$ cat src/rtl/vaus_pkg.sv
`default_nettype none

package vaus_pkg;

    // Byte window that holds the lookahead bytes
    localparam int WinDepth = 9;
    localparam int EvalLen  = 8;
    localparam int FillW    = $clog2(WinDepth + 1);

    typedef logic [7:0] t_byte;
    typedef logic [FillW-1:0] t_fill;
    typedef logic [2:0] t_skip;

    // Bytes p..p+7 of one evaluated stream position
    typedef logic [0:EvalLen-1][7:0] t_seq;

    typedef enum logic {
        CODEC_H264 = 1'b0,
        CODEC_H265 = 1'b1
    } t_codec;

    typedef enum logic {
        CMD_PUSH  = 1'b0,
        CMD_DRAIN = 1'b1
    } t_cmd;

    // Matcher results
    typedef struct packed {
        logic pic_hit;
        logic cut_hit;
    } t_match;

    // Fill levels and skip loads
    localparam t_fill FillFull    = t_fill'(WinDepth);
    localparam t_fill FillPreEval = t_fill'(EvalLen - 1);
    localparam t_fill FillOne     = t_fill'(1);
    localparam t_fill FillZero    = t_fill'(0);
    localparam t_skip SkipH264    = 3'd7;
    localparam t_skip SkipH265    = 3'd3;

    // NAL header decoding constants
    localparam logic [7:0] MaskType264 = 8'h1F;
    localparam logic [7:0] MaskType265 = 8'h7D;
    localparam logic [7:0] MaskFirst   = 8'h80;
    localparam logic [4:0] Nal264Slice = 5'd1;
    localparam logic [4:0] Nal264Idr   = 5'd5;
    localparam logic [4:0] Nal264Sei   = 5'd6;
    localparam logic [4:0] Nal264Sps   = 5'd7;
    localparam logic [4:0] Nal264Pps   = 5'd8;
    localparam logic [4:0] Nal264Sub   = 5'd15;
    localparam logic [4:0] Nal264Ext   = 5'd20;
    localparam logic [7:0] Hdr265SlcMax = 8'h2A;
    localparam logic [7:0] Hdr265Vps    = 8'h40;
    localparam logic [7:0] Hdr265Sps    = 8'h42;
    localparam logic [7:0] Hdr265Pps    = 8'h44;

endpackage

`default_nettype wire

$ cat src/rtl/video_access_unit_splitter.sv
// Push transaction: one byte per clock, no stall while the result slot drains.
// A push into a full nine-byte window shows its result in the cycle after acceptance.
// Drain transaction: the buffered bytes (0 to 9) leave one per cycle while the result slot is free, and
// the input is held off until the final byte is loaded into the result register.
// Synchronous active-low reset empties the window, clears the picture-start
// tracking, selects H.264 rules and invalidates the result register.
`default_nettype none

module video_access_unit_splitter (
    input  var logic i_clk,
    input  var logic i_rst_n,
    // configuration
    input  var logic i_cfg_valid,
    output var logic o_cfg_ready,
    input  var logic i_cfg_codec_mode,
    // input stream
    input  var logic       i_valid,
    output var logic       o_ready,
    input  var logic       i_cmd,
    input  var logic [7:0] i_data_byte,
    // result stream
    output var logic       o_valid,
    input  var logic       i_ready,
    output var logic [7:0] o_out_byte,
    output var logic       o_unit_end,
    output var logic       o_last
);
    import vaus_pkg::*;

    t_codec r_mode;
    t_byte  r_win [0:WinDepth-1];
    t_byte  n_win [0:WinDepth-1];
    t_fill  r_fill, n_fill;
    logic   r_pss, n_pss;
    t_skip  r_skip, n_skip;
    logic   r_drain, n_drain;

    logic   slot_free;
    logic   in_fire;
    logic   push;
    logic   drain;
    logic   full;
    logic   eval_en;
    logic   cut;
    logic   pss_kept;
    t_seq   eval_seq;
    t_match match;

    logic   ld;
    t_byte  ld_byte;
    logic   ld_unit_end;
    logic   ld_last;

    // Configuration is taken at any time
    assign o_cfg_ready = 1'b1;

    always_ff @(posedge i_clk) begin
        if (!i_rst_n) begin
            r_mode <= CODEC_H264;
        end else if (i_cfg_valid) begin
            r_mode <= t_codec'(i_cfg_codec_mode);
        end
    end

    // Input handshake
    assign o_ready = !r_drain && slot_free;
    assign in_fire = i_valid && o_ready;
    assign push    = in_fire && (t_cmd'(i_cmd) == CMD_PUSH);
    assign drain   = in_fire && (t_cmd'(i_cmd) == CMD_DRAIN);
    assign full    = (r_fill == FillFull);
    assign eval_en = push && (full || (r_fill == FillPreEval));

    // Position under test: window bytes 1..8 when full, else 0..6 plus the new byte
    always_comb begin
        for (int i = 0; i < EvalLen - 1; i++) begin
            eval_seq[i] = full ? r_win[i+1] : r_win[i];
        end
        eval_seq[EvalLen-1] = full ? r_win[WinDepth-1] : i_data_byte;
    end

    vaus_match u_match (
        .i_mode  (r_mode),
        .i_seq   (eval_seq),
        .o_match (match)
    );

    assign cut      = r_pss && (r_skip == 3'd0) && match.cut_hit;
    assign pss_kept = r_pss && !cut;

    // Window, tracking and result loading
    always_comb begin
        n_win       = r_win;
        n_fill      = r_fill;
        n_pss       = r_pss;
        n_skip      = r_skip;
        n_drain     = r_drain;
        ld          = 1'b0;
        ld_byte     = r_win[0];
        ld_unit_end = 1'b0;
        ld_last     = 1'b0;

        if (r_drain) begin
            if (slot_free) begin
                ld          = 1'b1;
                ld_unit_end = (r_fill == FillOne);
                ld_last     = (r_fill == FillOne);
                for (int i = 0; i < WinDepth - 1; i++) begin
                    n_win[i] = r_win[i+1];
                end
                n_fill = r_fill - FillOne;
                if (r_fill == FillOne) begin
                    n_drain = 1'b0;
                end
            end
        end else if (push) begin
            if (full) begin
                ld          = 1'b1;
                ld_unit_end = cut;
                ld_last     = 1'b1;
                for (int i = 0; i < WinDepth - 1; i++) begin
                    n_win[i] = r_win[i+1];
                end
                n_win[WinDepth-1] = i_data_byte;
            end else begin
                n_win[r_fill] = i_data_byte;
                n_fill        = r_fill + FillOne;
            end
        end else if (drain) begin
            n_pss  = 1'b0;
            n_skip = 3'd0;
            if (r_fill != FillZero) begin
                n_drain = 1'b1;
            end
        end

        // Picture-start tracking at an evaluated position
        if (eval_en) begin
            if (pss_kept) begin
                n_pss = 1'b1;
                if (r_skip != 3'd0) begin
                    n_skip = r_skip - 3'd1;
                end
            end else if (match.pic_hit) begin
                n_pss  = 1'b1;
                n_skip = (r_mode == CODEC_H264) ? SkipH264 : SkipH265;
            end else begin
                n_pss = 1'b0;
            end
        end
    end

    always_ff @(posedge i_clk) begin
        if (!i_rst_n) begin
            r_fill  <= FillZero;
            r_pss   <= 1'b0;
            r_skip  <= 3'd0;
            r_drain <= 1'b0;
        end else begin
            r_fill  <= n_fill;
            r_pss   <= n_pss;
            r_skip  <= n_skip;
            r_drain <= n_drain;
        end
    end

    // Window bytes are only read after being written
    always_ff @(posedge i_clk) begin
        r_win <= n_win;
    end

    vaus_outreg u_outreg (
        .i_clk      (i_clk),
        .i_rst_n    (i_rst_n),
        .i_load     (ld),
        .i_byte     (ld_byte),
        .i_unit_end (ld_unit_end),
        .i_last     (ld_last),
        .o_free     (slot_free),
        .o_valid    (o_valid),
        .i_ready    (i_ready),
        .o_out_byte (o_out_byte),
        .o_unit_end (o_unit_end),
        .o_last     (o_last)
    );

endmodule

`default_nettype wire

$ cat src/rtl/vaus_match.sv
`default_nettype none

module vaus_match (
    input  var vaus_pkg::t_codec i_mode,
    input  var vaus_pkg::t_seq   i_seq,
    output var vaus_pkg::t_match o_match
);
    import vaus_pkg::*;

    logic       start_code;
    logic [4:0] t264;
    logic [7:0] h265;
    logic       pic264;
    logic       pic265;
    logic       cut264;
    logic       cut265;

    // 00 00 01 prefix at the head of the position
    assign start_code = (i_seq[0] == 8'h00) && (i_seq[1] == 8'h00) && (i_seq[2] == 8'h01);

    assign t264 = 5'(i_seq[3] & MaskType264);
    assign h265 = i_seq[3] & MaskType265;

    // First-slice picture starts
    assign pic264 = (((t264 == Nal264Idr) || (t264 == Nal264Slice))
                     && ((i_seq[4] & MaskFirst) != 8'h00))
                 || ((t264 == Nal264Ext) && ((i_seq[7] & MaskFirst) != 8'h00));
    assign pic265 = ((h265 <= Hdr265SlcMax) || (5'(i_seq[3] & MaskType264) == Nal264Slice))
                 && ((i_seq[5] & MaskFirst) != 8'h00);

    // Parameter sets, and in H.264 also SEI, open a new unit
    assign cut264 = (t264 == Nal264Sub) || (t264 == Nal264Sps)
                 || (t264 == Nal264Pps) || (t264 == Nal264Sei) || pic264;
    assign cut265 = (h265 == Hdr265Vps) || (h265 == Hdr265Sps)
                 || (h265 == Hdr265Pps) || pic265;

    always_comb begin
        o_match.pic_hit = 1'b0;
        o_match.cut_hit = 1'b0;
        unique case (i_mode)
            CODEC_H264: begin
                o_match.pic_hit = start_code && pic264;
                o_match.cut_hit = start_code && cut264;
            end
            CODEC_H265: begin
                o_match.pic_hit = start_code && pic265;
                o_match.cut_hit = start_code && cut265;
            end
            default: begin
                o_match.pic_hit = 1'b0;
                o_match.cut_hit = 1'b0;
            end
        endcase
    end

endmodule

`default_nettype wire

$ cat src/rtl/vaus_outreg.sv
`default_nettype none

module vaus_outreg (
    input  var logic            i_clk,
    input  var logic            i_rst_n,
    input  var logic            i_load,
    input  var vaus_pkg::t_byte i_byte,
    input  var logic            i_unit_end,
    input  var logic            i_last,
    output var logic            o_free,
    output var logic            o_valid,
    input  var logic            i_ready,
    output var vaus_pkg::t_byte o_out_byte,
    output var logic            o_unit_end,
    output var logic            o_last
);
    import vaus_pkg::*;

    logic  r_valid;
    t_byte r_byte;
    logic  r_unit_end;
    logic  r_last;

    // Slot can take a new result when empty or being drained this cycle
    assign o_free = !r_valid || i_ready;

    always_ff @(posedge i_clk) begin
        if (!i_rst_n) begin
            r_valid <= 1'b0;
        end else if (o_free) begin
            r_valid <= i_load;
        end
    end

    // Payload holds while stalled
    always_ff @(posedge i_clk) begin
        if (o_free && i_load) begin
            r_byte     <= i_byte;
            r_unit_end <= i_unit_end;
            r_last     <= i_last;
        end
    end

    assign o_valid    = r_valid;
    assign o_out_byte = r_byte;
    assign o_unit_end = r_unit_end;
    assign o_last     = r_last;

endmodule

`default_nettype wire

$ cat config.mk
export PLATFORM = sky130hd
export DESIGN_NAME = video_access_unit_splitter
export DESIGN_NICKNAME = d
export VERILOG_FILES = /design/src/rtl/vaus_pkg.sv /design/src/rtl/video_access_unit_splitter.sv /design/src/rtl/vaus_match.sv /design/src/rtl/vaus_outreg.sv
export SDC_FILE = /design/constraint.sdc
export NUM_CORES = 1
export LEC_CHECK = 0
export ABC_AREA = 0
export BUFFER_PORTS_ARGS = -buffer_cell sky130_fd_sc_hd__buf_2
export CAP_MARGIN = 15
export CORE_MARGIN = 5
export CORE_UTILIZATION = 55
export DETAILED_ROUTE_END_ITERATION = 10
export PLACE_DENSITY = 0.7
export SLEW_MARGIN = 20
export SYNTH_ARGS = -nofsm -noshare
export SYNTH_HDL_FRONTEND = slang
export SYNTH_SLANG_ARGS = --single-unit
$ cat constraint.sdc
create_clock -name i_clk -period 4.9 [get_ports i_clk]
set_input_delay 0.98 -clock i_clk [delete_from_list [all_inputs] [get_ports i_clk]]
set_output_delay 0.98 -clock i_clk [all_outputs]
set_load 0.03 [all_outputs]
# == Yosys cells after proc, flatten, opt, wreduce, memory -nomap -nowiden ==
# Index checks and enable logic that the tools add are counted.
# classes
n_addsub,3
n_lt_le_gt_ge,3
eq_ne,17
n_mux,48
bitwise_logic,4
reduce_logical,44
# ops
operator,n
two-way mux 72 bit,2
two-way mux 64 bit,2
bitwise mux 72 bit,1
two-way mux 8 bit,7
demux 8 bit (select 4 bit),1
two-way mux 3 bit,8
two-way mux 1 bit,21
logical AND 1 bit,19
zero test 8 bit,2
two-way mux 4 bit,4
== test 5 x 3 -> 1 bit (second input constant),3
== test 6 bit (second input constant),2
logical OR 1 bit,11
== test 5 x 4 -> 1 bit (second input constant),2
== test 8 x 1 -> 1 bit (second input constant),1
<= comparator 7 x 6 -> 1 bit (second input constant),1
two-way mux 7 bit,1
!= test 2 x 1 -> 1 bit (second input constant),3
AND reduction 3 bit,2
== test 5 x 1 -> 1 bit (second input constant),1
== test 5 bit (second input constant),1
greater-or-equal comparator 5 bit (second input constant),1
< comparator 5 x 1 -> 1 bit (second input constant),1
inverter 4 -> 5 bit,1
other kinds (15),21
# totals
regBits,93
in_bits,15
elab_cells,137

# == Longest topological paths before layout ==
# logic_depth
depth_word,14
ltp_mapped,10

# == Hierarchy ==
# A second synthesis with hierarchy kept.
# hier_totals
hier_cells,530
hier_area_um2,5143.7
# modules_own_cells
mod,n_inst,cells_per_inst,area_per_inst_um2,seq_area_each_um2
video_access_unit_splitter,1,490,4605.7,2362.3
vaus_outreg,1,15,357.8,320.3
vaus_match,1,25,180.2,0.0

# == Least setup slack after synthesis ==
# Ideal clock, no wire load.
# synth_timing
kind,input-to-reg
startpoint,input i_ready
endpoint,"register u_outreg.r_last (netlist: u_outreg.o_last), enable pin"
setup_ns,0.343
arrival_time_ns,2.633
required_ns,4.557
path_slack_ns,1.924
cell_stages,7
n_path_buf,2
path_cell_list,nor2b_1 nor4b_1 nand2_1 nand2b_1 clkbuf_1 clkbuf_1 and2_1
# synth_between
elab_chain_len,7
# synth_lines
item,line,text
start: declaration,video_access_unit_splitter.sv:23,"input var logic i_ready,"
logical OR 1 bit *,vaus_outreg.sv:25,assign o_free = !r_valid || i_ready;
logical AND 1 bit,video_access_unit_splitter.sv:66,assign o_ready = !r_drain && slot_free;
logical AND 1 bit,video_access_unit_splitter.sv:67,assign in_fire = i_valid && o_ready;
logical AND 1 bit,video_access_unit_splitter.sv:68,assign push = in_fire && (t_cmd'(i_cmd) == CMD_PUSH);
two-way mux 1 bit,video_access_unit_splitter.sv:115,end else if (push) begin
two-way mux 1 bit,video_access_unit_splitter.sv:102,if (r_drain) begin
logical AND 1 bit *,vaus_outreg.sv:37,if (o_free && i_load) begin
end signal: assignment,vaus_outreg.sv:40,r_last <= i_last;
end: declaration,vaus_outreg.sv:22,logic r_last;
# Every way passes the cells marked *; elsewhere a longest branch is shown, timed or not.
# A chain may end at the register's enable or synchronous reset.

# == Final worst setup path ==
# layout_timing
startpoint,register r_fill[1]
endpoint,register r_skip[2]
# layout_between
elab_chain_len,14
# layout_lines
item,line,text
start: declaration,video_access_unit_splitter.sv:33,"t_fill r_fill, n_fill;"
start signal: assignment,video_access_unit_splitter.sv:154,r_fill <= FillZero;
start signal: assignment,video_access_unit_splitter.sv:159,r_fill <= n_fill;
branches (longest 13 deep; another with <= comparator 7 x 6 -> 1 bit),n/a,
two-way mux 3 bit *,video_access_unit_splitter.sv:137,if (eval_en) begin
end signal: assignment,video_access_unit_splitter.sv:161,r_skip <= n_skip;
end: declaration,video_access_unit_splitter.sv:35,"t_skip r_skip, n_skip;"
# Every way passes the cells marked *.

==> metrics.txt <==
post-synthesis xor/xnor area fraction less than 1%; DRC viols 0; worst slew pin tran 0.917 ns; Min-Delay Endpoint u_outreg.o_out_byte[6]; fill count 692; crit path DAT around 3.4 ns; initial DRC count approximately 250; Final WS setup ~1.8 ns; largest family of logic cells by synthesized area simple AND/OR/NAND/NOR gates; Layout Area Growth over Synthesis 8.51%; Inst Count DP 507; Layout Skew approximately 0.0082 ns; clock slew seen by the registers of the worst setup and hold paths 0.09 ns; port bufs 26; Tot Pwr between 1.5 and 2 mW; Die ar. 10200 sq um; Core ar. ~8200 sq um; Starting Density 55.9%; Critical Path Source Type flip-flop; H-tree depth 3; Setup Fix Bufs, Post-CTS 0; R2R setup slack around 1.8 ns; final instance area ~5000 sq um; final total negative setup slack 0 ns; maximum number of pins on one net before global-route repair 47; post-synth net total around 420; peak supply drop approximately 0.19 mV; Syn Area/Cell around 11 sq um; Seq cells post-synth between 90 and 100; routability cong. 0.859; crit path kind reg2reg; worst hold path type reg2reg; multiplexer share of the synthesized area less than 1%; Max clock buf depth 2; WP data required 5.21 ns; Tcrit/Tclk final a little over three fifths; post-route ant nets 0; first-pass GRT wire length roughly 17000 um; Syn. warnings 0; Power Density about 360 nW/um^2; Post-synth top flop edfxtp_1; CTS Buf Count 9; vias roughly 3300; final core occ between 60 and 70%; row cnt 33; DP Worst Slack 1.51 ns; DR vias/cell approximately 6.3; Post-layout nets about 440; # Max-Cap Violations 0; sequential area share after synthesis roughly 59%; CTS tree done; worst hold path startpoint ld_byte[6]; final setup vio count 0; post-route minimum period ~3.1 ns; WL/cell 20.2 um; max-slew violations 0; Die W between 100 and 150 um; Synth Instances 400; slowest CP cell and3b_1; CP Launch Point r_fill[1]; leakage around 1.7 nW; post-synthesis compound-gate area fraction 17.0%; Die Y roughly 100 um; Post-Synth Adder-Cell Area under 10%; reg2reg start r_fill[1]; Clock Latency Late Sink 0.37 ns; unrepaired setup endpoints after global routing false; final wirelength roughly 11000 um; fraction of layout cells with a size suffix above 1 14.1%; fmax between 0.3 and 0.4 GHz; number of synthesized flops with an enable pin 82; worst-case hold slack roughly 0.46 ns; cell depth of the worst hold path 0; Clock Sinks just over 90; GRT Util Overall 21.8%; run status completed; Synth Cell Area between 4000 and 5000 sq um; detailed placement HPWL 7420 um; CP Cell Sequence inv_1, ha_1, and3b_1, o211ai_1, o221ai_1, a311oi_1, o41ai_4, mux2_2, a21oi_2; fin cells between 500 and 600; Placed Area 4740 sq um; crit-path max FO 10; post_cts resized 0; Crit. End Element flip-flop; CP bufs+invs 1; Crit path max-delay family compound AO/OA/AOI/OAI gates; io pins 28; antenna cells 0; clock root buffer clkbuf_8; vias in the first global route approximately 3200; R2R Path End r_skip[2]; number of detailed-route iterations in the first pass 5; gr ovfl total 0; initial antenna violation count 0; area fraction in and, or, nand and nor cells after synthesis between 15 and 20%; worst reg-to-reg path cell count 9; Netlist cell types 54; hold_buf cts 0; biggest cell delay along the critical path ~0.53 ns; Final Hold Violating Endpoints 0; relative slew slack approximately 39%; fraction of registers with async set/reset 0%
## area by class of cell
class                   count  area (sq um)  area share [%]
clock buffers               9           124            2.50
multi-input cells         272          1750            35.2
well taps                 105           131            2.65
inverters                   9          33.8           0.681
repair buffers             28           145            2.93
flip-flops and latches     93          2680            54.1
clock inverters             7          97.6            1.97
## layer usage
metal  track usage [%]  share of wire (%)
met3              6.06                6.2
met2              36.0                 50
met1              28.1                 41
met5                 0                  0
met4              6.95                2.3
## Yosys cell counts (all sizes together) (3+ instances only)
| cell | n | share of area, % |
|---|---|---|
| inv | 9 | 0.74 |
| nand2b | 6 | 0.82 |
| dfxtp | 11 | 4.8 |
| a32o | 3 | 0.66 |
| a21o | 3 | 0.49 |
| a22o | 33 | 6.4 |
| nor2b | 5 | 0.68 |
| o211ai | 3 | 0.49 |
| a211oi | 3 | 0.71 |
| nor2 | 14 | 1.1 |
| nand4b | 4 | 0.77 |
| nor4 | 10 | 1.4 |
| nand2 | 51 | 4.2 |
| and2 | 17 | 2.3 |
| nand3b | 3 | 0.77 |
| o21ai | 11 | 1.2 |
| edfxtp | 82 | 54 |
| clkbuf | 20 | 1.6 |
| a21boi | 3 | 0.49 |
| nand4 | 5 | 0.68 |
| buf | 6 | 0.74 |
| nand3 | 17 | 1.9 |
| xnor2 | 4 | 0.77 |
| nor3 | 7 | 0.88 |
| a21oi | 37 | 4.2 |
| ha | 7 | 1.9 |
## where the power goes
group	total [mW]	internal, mW	switching [mW]
sequential	0.989	0.941	0.0484
combinational	0.232	0.0732	0.159
clock	0.567	0.289	0.278
total	1.79	1.30	0.485
## cell usage in the layout, fill, tap and decap left out, drive strengths merged, types with 2 or more instances in the layout
cell      netlist  layout
o21ai          11      11
buf             6      28
bufinv          0       2
and2           17      17
a21oi          37      37
a21o            3       3
nand2b          6       6
nor2b           5       5
a2111oi         2       2
a32o            3       3
mux2            2       2
edfxtp         82      82
nor3b           2       2
o22ai           2       2
inv             9      10
and3b           2       2
xnor2           4       4
nor4b           2       2
nand3b          3       3
clkbuf         20       9
a21boi          3       3
or4             2       2
nand4           5       5
a211oi          3       3
nor2           14      14
clkinvlp        0       2
ha              7       7
nand3          17      17
nand2          51      51
mux2i           2       2
dfxtp          11      11
clkinv          0       2
o211ai          3       3
nand4b          4       4
nor3            7       7
nor4           10      10
a22o           33      33
## how the worst max path moves through the flow
stage / cells after the start / end / slack (ns)
after floorplan: 7 / u_outreg.o_last / 1.92
after global placement: 5 / r_win[59] / 1.63
after detailed placement: 7 / u_outreg.o_unit_end / 1.51
after CTS: 9 / r_skip[2] / 1.84
after global routing: 9 / r_skip[2] / 1.66
final: 9 / r_skip[2] / 1.80
## cells by family (layout without fill, tap and decap cells)
group | after synthesis | count (layout)
buf+inv | 35 | 53
simple gates | 150 | 150
flops | 93 | 93
xor+xnor | 4 | 4
mux | 4 | 4
compound gates | 106 | 106
fa+ha+maj | 7 | 7
other cells | 1 | 1
## worst reg2reg max path: cells and delay by family (launching register included)
family	cells	cell delay, ns
compound gates	5	1.33
fa+ha+maj	1	0.30
buf+inv	1	0.13
flops	1	0.36
mux	1	0.40
simple gates	1	0.53
## flip-flops by register name, indices dropped and copies added (netlist names), 3 cells and up
| register | cells |
|---|---|
| r_win | 64 |
| ld_byte | 8 |
| u_outreg.o_out_byte | 8 |
| r_fill | 4 |
| r_skip | 3 |
Power figures use the tool's default switching activity.
